--- src/hw/rtl/sva_pkg.sv ---
// types and constants shared by the voice allocator modules
`timescale 1ns / 1ps

package sva_pkg;

    localparam int NOTES       = 128;
    localparam int NOTE_W      = 7;
    localparam int VEL_W       = 7;
    localparam int CMD_W       = 3;
    localparam int ACT_W       = 3;
    localparam int VIDX_W      = 5;
    localparam int STAMP_W     = 32;
    localparam int KEY_CNT_W   = 8;
    localparam int RES_CNT_W   = 6;
    localparam int MAX_RESULTS = 32;
    localparam int CFG_IDX_W   = 2;

    localparam logic [CMD_W-1:0] CMD_NOTE_ON    = 3'd0;
    localparam logic [CMD_W-1:0] CMD_NOTE_OFF   = 3'd1;
    localparam logic [CMD_W-1:0] CMD_KILL       = 3'd2;
    localparam logic [CMD_W-1:0] CMD_PEDAL_DOWN = 3'd3;
    localparam logic [CMD_W-1:0] CMD_PEDAL_UP   = 3'd4;
    localparam logic [CMD_W-1:0] CMD_VOICE_DONE = 3'd5;

    localparam logic [ACT_W-1:0] ACT_START   = 3'd0;
    localparam logic [ACT_W-1:0] ACT_RETRIG  = 3'd1;
    localparam logic [ACT_W-1:0] ACT_RESTART = 3'd2;
    localparam logic [ACT_W-1:0] ACT_GLIDE   = 3'd3;
    localparam logic [ACT_W-1:0] ACT_RELEASE = 3'd4;
    localparam logic [ACT_W-1:0] ACT_STOP    = 3'd5;

    localparam logic [VEL_W-1:0] FALLBACK_VEL = 7'd100;

    localparam logic [CFG_IDX_W-1:0] CFG_MONO   = 2'd0;
    localparam logic [CFG_IDX_W-1:0] CFG_LEGATO = 2'd1;

    typedef struct packed {
        logic [CMD_W-1:0]  command;
        logic [NOTE_W-1:0] note;
        logic [VEL_W-1:0]  velocity;
    } in_item_t;

    typedef struct packed {
        logic [VIDX_W-1:0] voice_index;
        logic [ACT_W-1:0]  action;
        logic [NOTE_W-1:0] out_note;
        logic [VEL_W-1:0]  out_velocity;
        logic              last_of_run;
    } out_item_t;

    typedef struct packed {
        logic [NOTE_W-1:0]  note;
        logic [STAMP_W-1:0] stamp;
        logic               releasing;
    } voice_entry_t;

    typedef struct packed {
        logic accept;
        logic vscan_start;
        logic kscan_start;
        logic pedal_step;
        logic apply;
        logic push;
        logic push_last;
    } ctrl_cmd_t;

    typedef struct packed {
        logic [CMD_W-1:0] cmd;
        logic             pedal;
        logic             vs_done;
        logic             ks_done;
        logic             need_kscan;
        logic             pend_valid;
        logic             cnt_full;
        logic             out_free;
        logic             kn_done;
        logic             sust_hit;
    } dp_status_t;

endpackage

--- src/hw/rtl/sva_ctrl.sv ---
// sequencing state machine of the voice allocator
`timescale 1ns / 1ps

module sva_ctrl (
    input  logic                 clk,
    input  logic                 rst_n,
    input  logic                 in_valid,
    output logic                 in_stall,
    input  sva_pkg::dp_status_t  status,
    output sva_pkg::ctrl_cmd_t   op
);

    localparam logic [2:0] S_IDLE     = 3'd0;
    localparam logic [2:0] S_DISPATCH = 3'd1;
    localparam logic [2:0] S_VSCAN    = 3'd2;
    localparam logic [2:0] S_KSCAN    = 3'd3;
    localparam logic [2:0] S_APPLY    = 3'd4;
    localparam logic [2:0] S_PEDAL    = 3'd5;
    localparam logic [2:0] S_FINAL    = 3'd6;

    logic [2:0] state_reg;
    logic [2:0] state_next;

    assign in_stall = state_reg != S_IDLE;

    always_comb
    begin
        state_next = state_reg;
        op         = '0;
        unique case (state_reg)
            S_IDLE:
            begin
                if (in_valid)
                begin
                    op.accept  = 1'b1;
                    state_next = S_DISPATCH;
                end
            end
            S_DISPATCH:
            begin
                if (status.cmd > sva_pkg::CMD_VOICE_DONE
                    || status.cmd == sva_pkg::CMD_PEDAL_DOWN
                    || (status.cmd == sva_pkg::CMD_NOTE_OFF && status.pedal))
                    state_next = S_IDLE;
                else if (status.cmd == sva_pkg::CMD_PEDAL_UP)
                    state_next = S_PEDAL;
                else
                begin
                    op.vscan_start = 1'b1;
                    state_next     = S_VSCAN;
                end
            end
            S_VSCAN:
            begin
                if (status.vs_done)
                begin
                    if (status.need_kscan)
                    begin
                        op.kscan_start = 1'b1;
                        state_next     = S_KSCAN;
                    end
                    else
                        state_next = S_APPLY;
                end
            end
            S_KSCAN:
            begin
                if (status.ks_done)
                    state_next = S_APPLY;
            end
            S_APPLY:
            begin
                if (status.pend_valid && !status.cnt_full)
                begin
                    if (status.out_free)
                        op.push = 1'b1;
                end
                else
                begin
                    op.apply   = 1'b1;
                    state_next = (status.cmd == sva_pkg::CMD_PEDAL_UP) ? S_PEDAL : S_FINAL;
                end
            end
            S_PEDAL:
            begin
                op.pedal_step = 1'b1;
                if (status.kn_done)
                    state_next = S_FINAL;
                else if (status.sust_hit)
                    state_next = S_VSCAN;
            end
            S_FINAL:
            begin
                if (!status.pend_valid)
                    state_next = S_IDLE;
                else if (status.out_free)
                begin
                    op.push      = 1'b1;
                    op.push_last = 1'b1;
                    state_next   = S_IDLE;
                end
            end
            default:
                state_next = S_IDLE;
        endcase
    end

    always_ff @(posedge clk or negedge rst_n)
    begin
        if (!rst_n)
            state_reg <= S_IDLE;
        else
            state_reg <= state_next;
    end

endmodule

--- config.mk ---
export PLATFORM = sky130hd
export DESIGN_NAME = sva_ctrl
export DESIGN_NICKNAME = d
export VERILOG_FILES = /design/src/hw/rtl/sva_pkg.sv /design/src/hw/rtl/sva_ctrl.sv
export SDC_FILE = /design/constraint.sdc
export NUM_CORES = 1
export LEC_CHECK = 0
export BUFFER_PORTS_ARGS = -buffer_cell sky130_fd_sc_hd__buf_2
export CAP_MARGIN = 40
export CORE_AREA = 2 2 39 41
export DETAILED_ROUTE_END_ITERATION = 12
export DIE_AREA = 0 0 41 43
export PLACE_DENSITY = 0.67
export SLEW_MARGIN = 40
export SYNTH_ARGS = -nofsm -noshare
export SYNTH_HDL_FRONTEND = slang
export SYNTH_SLANG_ARGS = --single-unit
export TNS_END_PERCENT = 50
--- constraint.sdc ---
create_clock -name clk -period 4.09 [get_ports clk]
set_clock_uncertainty 0.05 [all_clocks]
set_input_delay 0.2045 -clock clk [delete_from_list [all_inputs] [get_ports clk]]
set_output_delay 0.2045 -clock clk [all_outputs]
set_load 0.005 [all_outputs]
==> results of run 1 <==
[repair_timing]
| action | CTS | global route |
|---|---|---|
| endpoints found under the hold margin | 3 | 0 |
| gates resized for setup | 0 | 0 |
| hold buffers | 1 | 0 |
| buffers inserted | 0 | 0 |
| setup endpoints to repair | 0 | 0 |
[layer usage]
metal | routed length, microns | vias to the layer above | GRT usage (%)
li1 | - | 237 | -
met1 | 446 | 219 | 14.8
met2 | 537 | 23 | 23.1
met3 | 75 | 2 | 4.71
met4 | 19 | 0 | 12.0
met5 | 0 | - | 0
[area by class of cell]
cell class              count  area (sq um)
clock buffers               4          26.3
fillers                   148           831
inverters                   3          11.3
multi-input cells          43           300
flip-flops and latches      3          75.1
well taps                  16          20.0
repair buffers             23           120
[worst max-delay path: stages, from the launching register on]
cell	delay, ns
dfrtp_1	0.58
and3b_1	0.28
and3_1	0.18
buf_2	0.12
[power groups by stage]
stage | clock network (mW) | registers (mW) | logic [mW]
global route | 0.0562 | 0.0982 | 0.182
CTS | 0.0553 | 0.0921 | 0.163
floorplan | 0 | 0.0573 | 0.148
detailed placement | 0 | 0.0924 | 0.160
global placement | 0 | 0.0927 | 0.157
finish | 0.0526 | 0.0929 | 0.161
[placed cells by master (no fill, tap or decap), drive strengths merged]
master / n
buf: 22
nor2: 5
nand2b: 4
clkbuf: 4
inv: 3
nor2b: 3
and3: 3
nor3: 3
a31oi: 3
dfrtp: 3
o21ai: 2
and3b: 2
or3: 2
nand2: 2
mux2i: 2
a21oi: 2
nor4b: 2
nand4: 1
and2: 1
a32oi: 1
a211oi: 1
nor3b: 1
o211a: 1
a21o: 1
or4bb: 1
dlygate4sd3: 1
[how the worst min path moves through the flow]
stage	end	slack [ns]	cells past startpoint
6_report	state_reg[1]	0.25	2
5_1_grt	state_reg[1]	0.26	2
4_1_cts	state_reg[1]	0.24	2
3_5_place_dp	state_reg[1]	-0.04	1
3_3_place_gp	state_reg[1]	-0.05	1
2_1_floorplan	state_reg[0]	-0.14	0
[cell families after synthesis]
family | Yosys count | share of synthesized area, %
AND/OR/NAND/NOR | 30 | 47.3
AO/OA/AOI/OAI | 11 | 22.9
buffers and inverters | 6 | 5.96
flip-flops | 3 | 18.8
multiplexers | 2 | 5.02
==> impl_metrics.ini, run 1 <==
[timing]
fin_crit_sh_pct = 40.2
relSlewSlack_pct = 72.5
timing.hold.ws_ns = 0.247
worstMarginPinSlew_ns = 0.412
fin_ws_ns = 2.45
fmax_mhz = 608
setup_tns_ns = 0
setup_violations = 0
hold_viol_final = 0
rsz0062_at_grt = false
slew_violations = 0
fin_crit_ns = 1.64

[global_route]
grt_max_degree = 16
grt_pass1_vias = 415
grt_first_pass_wirelength_mm = 1.66
grt_remaining_overflow = 0
grt.total_usage_pct = 14.8
antenna_found_initial = 0

[die]
coreArea_sq_um = 1380
io_pins = 23
die_w_microns = 41
row_count = 14
die_h_microns = 43
die-area_sq_um = 1760
initial_utilization_pct = 28.8

[worst_setup_path]
endpoint_kind = output pin
reg2regPathDepth = 4
r2r-start = state_reg[0]
setup.worst_path.start_class = register
cp_max_fo = 15
critical_path.startpoint = state_reg[0]
rrSetupSlack_ns = 2.48
r2r-end = state_reg[2]
crit_required_ns = 3.84
crit_end = op[0]
critPathArrivalTime_ns = 1.39
path_class = register to output pin

[clocking]
clk_latency_ns = 0.23
clk_path_buf_depth = 2
cts_tree = yes
root_buffer = clkbuf_4
path_clk_slew_ns = 0.04
numCtsBuffers = 3
cts_max_level = 1
clkSinkCount = 3

[power_and_ir_drop]
clkPwrFrac_pct = 17.2
irDropWorstVdd_uv = 164
total_power_uw = 307
leakagePower_nw = 0.289
p_sw_share_pct = 45.4
p_comb_share_pct = 52.6
pwr-share-seq_pct = 30.3
p_int_uw = 167
power_density_nw_per_um2 = 554
switchingPower_uw = 139

[synthesis]
synth_area_sq_um = 399
ys.flop_type = dfrtp_1
synth-seq-area-share_pct = 18.8
async_reset_ff_share_pct = 100
synth_area_leaders = dfrtp_1 19%, a32oi_4 6.9%, nand2b_1 6.3%
syn-instance-count = 52
synth_most_common_cell = nor2_1
synth_largest_area_cell = dfrtp_1
synth.avg_cell_area_sq_um = 7.68
ys_top_cells_by_count = 5 x nor2_1, 4 x nand2b_1
synth_edf_count = 0
synth_warnings = 0
ys_seq_elements = 3
syn-num-nets = 67
synth_cell_types = 26
yosys.area.top_type_share_pct = 18.8

[layout]
stdcell_area_sq_um = 553
largest_reg_flops = 3
drive_gt1_share_pct = 35.5
final_nets = 92
final_cells = 92
antenna_cells = 0
final_util_pct = 40.0
syn2layout_area_growth_pct = 38.6

[placement]
io_buffers = 22
dp_cells = 87
place_ws_ns = 2.49
dp_hpwl_microns = 821
gp_congestion = 0.743
postPlaceCellArea_sq_um = 517

[detailed_routing]
drtIter0Drc = 16
drt-wirelength-per-cell_microns = 11.7
drtAntennaViolNets = 0
first_pass_iters = 6
vias = 481
drt-total-wl_mm = 1.08
via_per_inst = 5.23
drc = 0

[status]
status = finished, final reports clean

[min_path]
hold_class = input pin to asynchronous set/reset pin

[run]
cap_viol_max_count = 0
Power figures use the tool's default switching activity.
==> run 2: changes to the inputs <==
- ABC_AREA: unset -> 1
- PLACE_DENSITY: 0.67 -> 0.81
- clock period: 4.09 -> 1.4 ns (I/O delays scaled with it)
==> run 2 against run 1 <==
- the flow now finishes with violations (negative setup slack)
- sequential cell count is the same
- synthesized cell count is 67% higher
- synthesized area rose by 33%
- critical path depth increased by 3
- cell area is 45% higher
- highest routed layer unchanged
- power grew to 5.0 times the previous value
- combinational power grew to 7.3 times the previous value
- sequential share of layout area decreased by 4.1 points
- largest cell class unchanged
- die area unchanged
- register-to-register slack got worse by 2.4 ns
- final cell count up 47%
- via count rose by 31%
==> impl_metrics.ini, run 2 <==
[die]
io_pins = 23
die_w_microns = 41
initial_utilization_pct = 38.3
row_count = 14
die_h_microns = 43
coreArea_sq_um = 1380
die-area_sq_um = 1760

[layout]
nFillCells = 137
largest_reg_flops = 3
final_nets = 135
final_common_cell = buf_2
antenna_cells = 0
final_util_pct = 58.0
drive_gt1_share_pct = 47.9
mostFrequentLayoutCells = 22 x buf_2, 20 x nand2_1, 14 x nor2_1, 11 x inv_1, 8 x nand3_1
syn2layout_area_growth_pct = 51.4

[timing]
worstMarginPinSlew_ns = 0.206
fin_ws_ns = -0.0220
setup_violations = 2
fin_crit_ns = 1.42
timing.hold.ws_ns = 0.0955
hold_viol_final = 0
relSlewSlack_pct = 86.1
fin_crit_sh_pct = 102
rsz0062_at_grt = true
fmax_mhz = 703
setup_tns_ns = -0.0243
slew_violations = 0

[synthesis]
synth_top_family_by_area = simple AND/OR/NAND/NOR gates
async_reset_ff_share_pct = 100
synth_area_leaders = nand2_1 15%, dfrtp_1 14%, nand3_2 11%
synth_most_common_cell = nand2_1
yosys.area.top_type_share_pct = 14.9
synth-seq-area-share_pct = 14.2
yosys.area_share.simple_pct = 61.8
post_synth_fa_ha_maj_area_fraction_pct = 0
synth_cell_types = 19
ys_top_cells_by_count = 21 x nand2_1, 14 x nor2_1, 11 x inv_1
synth_edf_count = 0
synth_area_sq_um = 531
synth.avg_cell_area_sq_um = 6.10
synth_compound_area_share_pct = 5.19
syn-num-nets = 102
synth-xor-area-share_pct = 0
synth_largest_area_cell = nand2_1
synth_warnings = 0
ys_seq_elements = 3
syn-instance-count = 87
synthMuxAreaShare_pct = 0
ys.flop_type = dfrtp_1

[clocking]
path_clk_slew_ns = 0.04
clk_latency_ns = 0.25
numCtsBuffers = 3
cts_tree = yes
cts_max_level = 1
root_buffer = clkbuf_4
clkSinkCount = 3
clk_path_buf_depth = 2

[worst_setup_path]
endpoint_kind = output pin
crit_slowest_cell = dfrtp_1
critical-path-top-delay-family = flip-flops
critPathArrivalTime_ns = 1.30
cp_max_fo = 5
path_class = register to output pin
cp_num_buf_inv = 3
crit_required_ns = 1.28
setup.worst_path.start_class = register
path_cells = buf_12 -> buf_8 -> nor2_8 -> nand3_2 -> nor2_1 -> buf_2
reg2regPathDepth = 8
slowest_delay_ns = 0.39
crit_cells = 6

[global_route]
grt_remaining_overflow = 0
use_met1_pct = 19.4
grt_pass1_vias = 621
busiest_layer = met2
met2_usage_pct = 33.4
gr-usage-met3_pct = 1.05
antenna_found_initial = 0
grt_max_degree = 9
grt.total_usage_pct = 18.4
grt_first_pass_wirelength_mm = 2.31

[detailed_routing]
vias = 629
drtAntennaViolNets = 0
drc = 0
drt-wirelength-per-cell_microns = 10.2
first_pass_iters = 4
drtIter0Drc = 6
via_per_inst = 4.66
drt-total-wl_mm = 1.38

[placement]
io_buffers = 22
gp_congestion = 0.881
dp_hpwl_mm = 1.01

[power_and_ir_drop]
irDropWorstVdd_uv = 753
power_density_nw_per_um2 = 1900
leakagePower_nw = 0.463

[min_path]
hold_class = input pin to asynchronous set/reset pin

[run]
cap_viol_max_count = 0

[status]
status = complete, but fails checks
violations = negative setup slack
run 2: cell types whose count changed in the layout (fill, tap and decap cells not counted), sizes merged, moves of 3 or more:
| cell | delta |
|---|---|
| a31oi | -3 |
| nand2b | -4 |
| nor2b | -3 |
| inv | +12 |
| nand2 | +20 |
| nand3 | +15 |
| and3 | -3 |
| nor2 | +16 |
| buf | +8 |
run 2: worst register-to-register path: stages (launching register included):
cell and delay (ns):
dfrtp_1 0.39, buf_12 0.15, buf_8 0.13, nor2_8 0.11, nand3_2 0.09, nand2_2 0.09
nor2_2 0.05, nand3_1 0.08, nand2_1 0.05
run 2: area by class of cell:
cell class	count	area [sq um]	area share [%]
clock buffer	4	26.3	3.27
inverter	15	71.3	8.88
multi-input combinational	66	384	47.8
sequential	3	76.3	9.50
tap	16	20.0	2.49
timing repair buffer	31	225	28.0
run 2: what timing repair did:
action	CTS	global route
setup endpoints to repair	5	4
endpoints found under the hold margin	3	0
pin swaps	1	3
buffers inserted	6	0
resized for setup	8	2
hold buffers	1	0
run 2: stage by stage:
stage	instance area, sq um	setup slack (ns)	std cells	power, mW
CTS	792	-0.0549	135	1.48
global route	803	-0.0795	135	1.65
global placement	667	0.0915	124	1.07
detailed placement	667	0.0166	124	1.10
finish	803	-0.0220	135	1.53
floorplan	531	0.293	87	0.874
run 2: path summary, 6_finish.rpt:
kind | endpoint | from | slack [ns]
setup / recovery | op[4] | state_reg[0] | -0.02
hold / removal | state_reg[1] | rst_n | 0.1
setup reg to reg | state_reg[1] | state_reg[0] | 0.09
hold reg to reg | state_reg[1] | state_reg[1] | 0.62
max in group asynchronous | state_reg[2] | rst_n | 1.08
min in group clk | state_reg[2] | status[1] | 0.19
run 2: cells by family after synthesis:
| kind of cell | after synthesis |
|---|---|
| DFF | 3 |
| and+or+nand+nor | 61 |
| AOI/OAI and AO/OA | 5 |
| buffers and inverters | 18 |
run 2: power by group:
part           total [mW]  internal [mW]  switching, mW
sequential          0.192          0.133         0.0583
combinational        1.18          0.550          0.627
clock               0.162          0.107         0.0543
total                1.53          0.791          0.739
run 2: metal layers:
layer,wire (microns),vias to the layer above
met1,576,271
li1,-,329
met3,81,6
met2,673,23
met4,50,0
met5,0,-
==> run 3: changes to the inputs <==
- clock period: 1.4 -> 1.3 ns (I/O delays scaled with it)
==> run 3 against run 2 <==
- the run still ends with negative setup slack left
- via count is 7.9% higher
- global-route usage rose by 2.6 points
- sequential share of layout area is 0.38 points lower
- critical path depth shrank 2
- highest routed layer unchanged
==> impl_metrics.ini, run 3 (synthesis gave the netlist of run 2 again) <==
[status]
status = complete, but fails checks
violations = negative setup slack

[die]
die_h_microns = 43
die_w_microns = 41
row_count = 14
coreArea_sq_um = 1380
io_pins = 23
initial_utilization_pct = 38.3
die-area_sq_um = 1760

[layout]
largest_reg_flops = 3
mostFrequentLayoutCells = 22 x buf_2, 19 x nand2_1, 13 x nor2_1, 11 x inv_1, 8 x buf_4
final_nets = 141
stdcell_area_sq_um = 851
drive_gt1_share_pct = 52.8
antenna_cells = 0
nFillCells = 123
multi_input_area_sq_um = 394
final_util_pct = 61.5
ff_latch_area_sq_um = 77.6
final_common_cell = buf_2
final_cells = 141
syn2layout_area_growth_pct = 60.4

[detailed_routing]
vias = 679
via_per_inst = 4.82
drtAntennaViolNets = 0
drt-wirelength-per-cell_microns = 11.8
first_pass_iters = 4
drt-total-wl_mm = 1.66
drc = 0
drtIter0Drc = 21

[placement]
dp_cells = 124
gp_congestion = 0.877
dp_hpwl_microns = 952
postPlaceCellArea_sq_um = 654
io_buffers = 22
place_ws_ns = -0.112

[power_and_ir_drop]
leakagePower_nw = 0.484
power_density_nw_per_um2 = 2030
irDropWorstVdd_uv = 737

[global_route]
grt_first_pass_wirelength_mm = 2.53
grt_max_degree = 9
grt.total_usage_pct = 21.0
grt_remaining_overflow = 0
antenna_found_initial = 0
grt_pass1_vias = 641

[worst_setup_path]
path_class = register to output pin
endpoint_kind = output pin
reg2regPathDepth = 9
critPathArrivalTime_ns = 1.31
setup.worst_path.start_class = register
crit_required_ns = 1.19
cp_max_fo = 7

[timing]
fin_crit_sh_pct = 109
fmax_mhz = 704
slew_violations = 0
relSlewSlack_pct = 83.8
hold_viol_final = 0
fin_ws_ns = -0.120
worstMarginPinSlew_ns = 0.242
rsz0062_at_grt = true
setup_violations = 11
fin_crit_ns = 1.42
setup_tns_ns = -0.757

[clocking]
clkSinkCount = 3
clk_latency_ns = 0.24
path_clk_slew_ns = 0.04
root_buffer = clkbuf_4
cts_tree = yes
numCtsBuffers = 3
clk_path_buf_depth = 2
cts_max_level = 1

[run]
cap_viol_max_count = 0

[min_path]
hold_class = input pin to asynchronous set/reset pin
==> run 3: repair_timing <==
item,in CTS,in global routing
gates cloned,0,0
endpoints found under the setup margin,11,11
buffers inserted,11,1
hold endpoints to repair,3,0
pin swaps,8,3
hold buffers,1,0
gates resized for setup,6,6
==> run 3: critical path: stages (launching register included) <==
cell and delay [ns]:
dfrtp_2 0.50, nand3_4 0.12, nor3_4 0.19, o21bai_1 0.13, buf_2 0.13
==> run 3: report_power, final <==
part | switching, mW | leakage (nW) | internal (mW) | total [mW]
registers | 0.0948 | 0.0352 | 0.146 | 0.241
clock network | 0.0566 | 0.0150 | 0.116 | 0.172
logic | 0.692 | 0.434 | 0.624 | 1.32
total | 0.844 | 0.484 | 0.886 | 1.73
==> run 3: area by class of cell <==
type / count / area share [%]
Clock buffer: 4 / 3.09
Inverter: 15 / 7.79
Multi-Input combinational cell: 66 / 46.3
Sequential cell: 3 / 9.12
Tap cell: 16 / 2.35
Timing Repair Buffer: 37 / 31.3
==> run 3: worst paths after layout <==
| path | from | endpoint | slack, ns |
|---|---|---|---|
| max in group asynchronous | rst_n | state_reg[0] | 0.98 |
| worst min-delay path | rst_n | state_reg[2] | 0.09 |
| worst min register to register | state_reg[1] | state_reg[1] | 0.63 |
| worst max register to register | state_reg[2] | state_reg[1] | -0.10 |
| worst max-delay path | state_reg[2] | op[1] | -0.12 |
| min in group clk | status[1] | state_reg[2] | 0.23 |
==> run 3: metrics by stage <==
| step | total power [mW] | hold slack (ns) |
|---|---|---|
| after floorplan | 0.942 | -0.281 |
| after global placement | 1.10 | -0.189 |
| after detailed placement | 1.12 | -0.190 |
| after CTS | 1.61 | 0.102 |
| after global routing | 1.84 | 0.108 |
| final | 1.73 | 0.0946 |
==> run 3: metal layers <==
layer	GRT usage, %	part of all wire, %	wire [microns]
met5	0	0	0
met4	7.33	1.0	17
met3	3.14	5.1	85
met2	37.8	54	896
met1	22.9	40	657
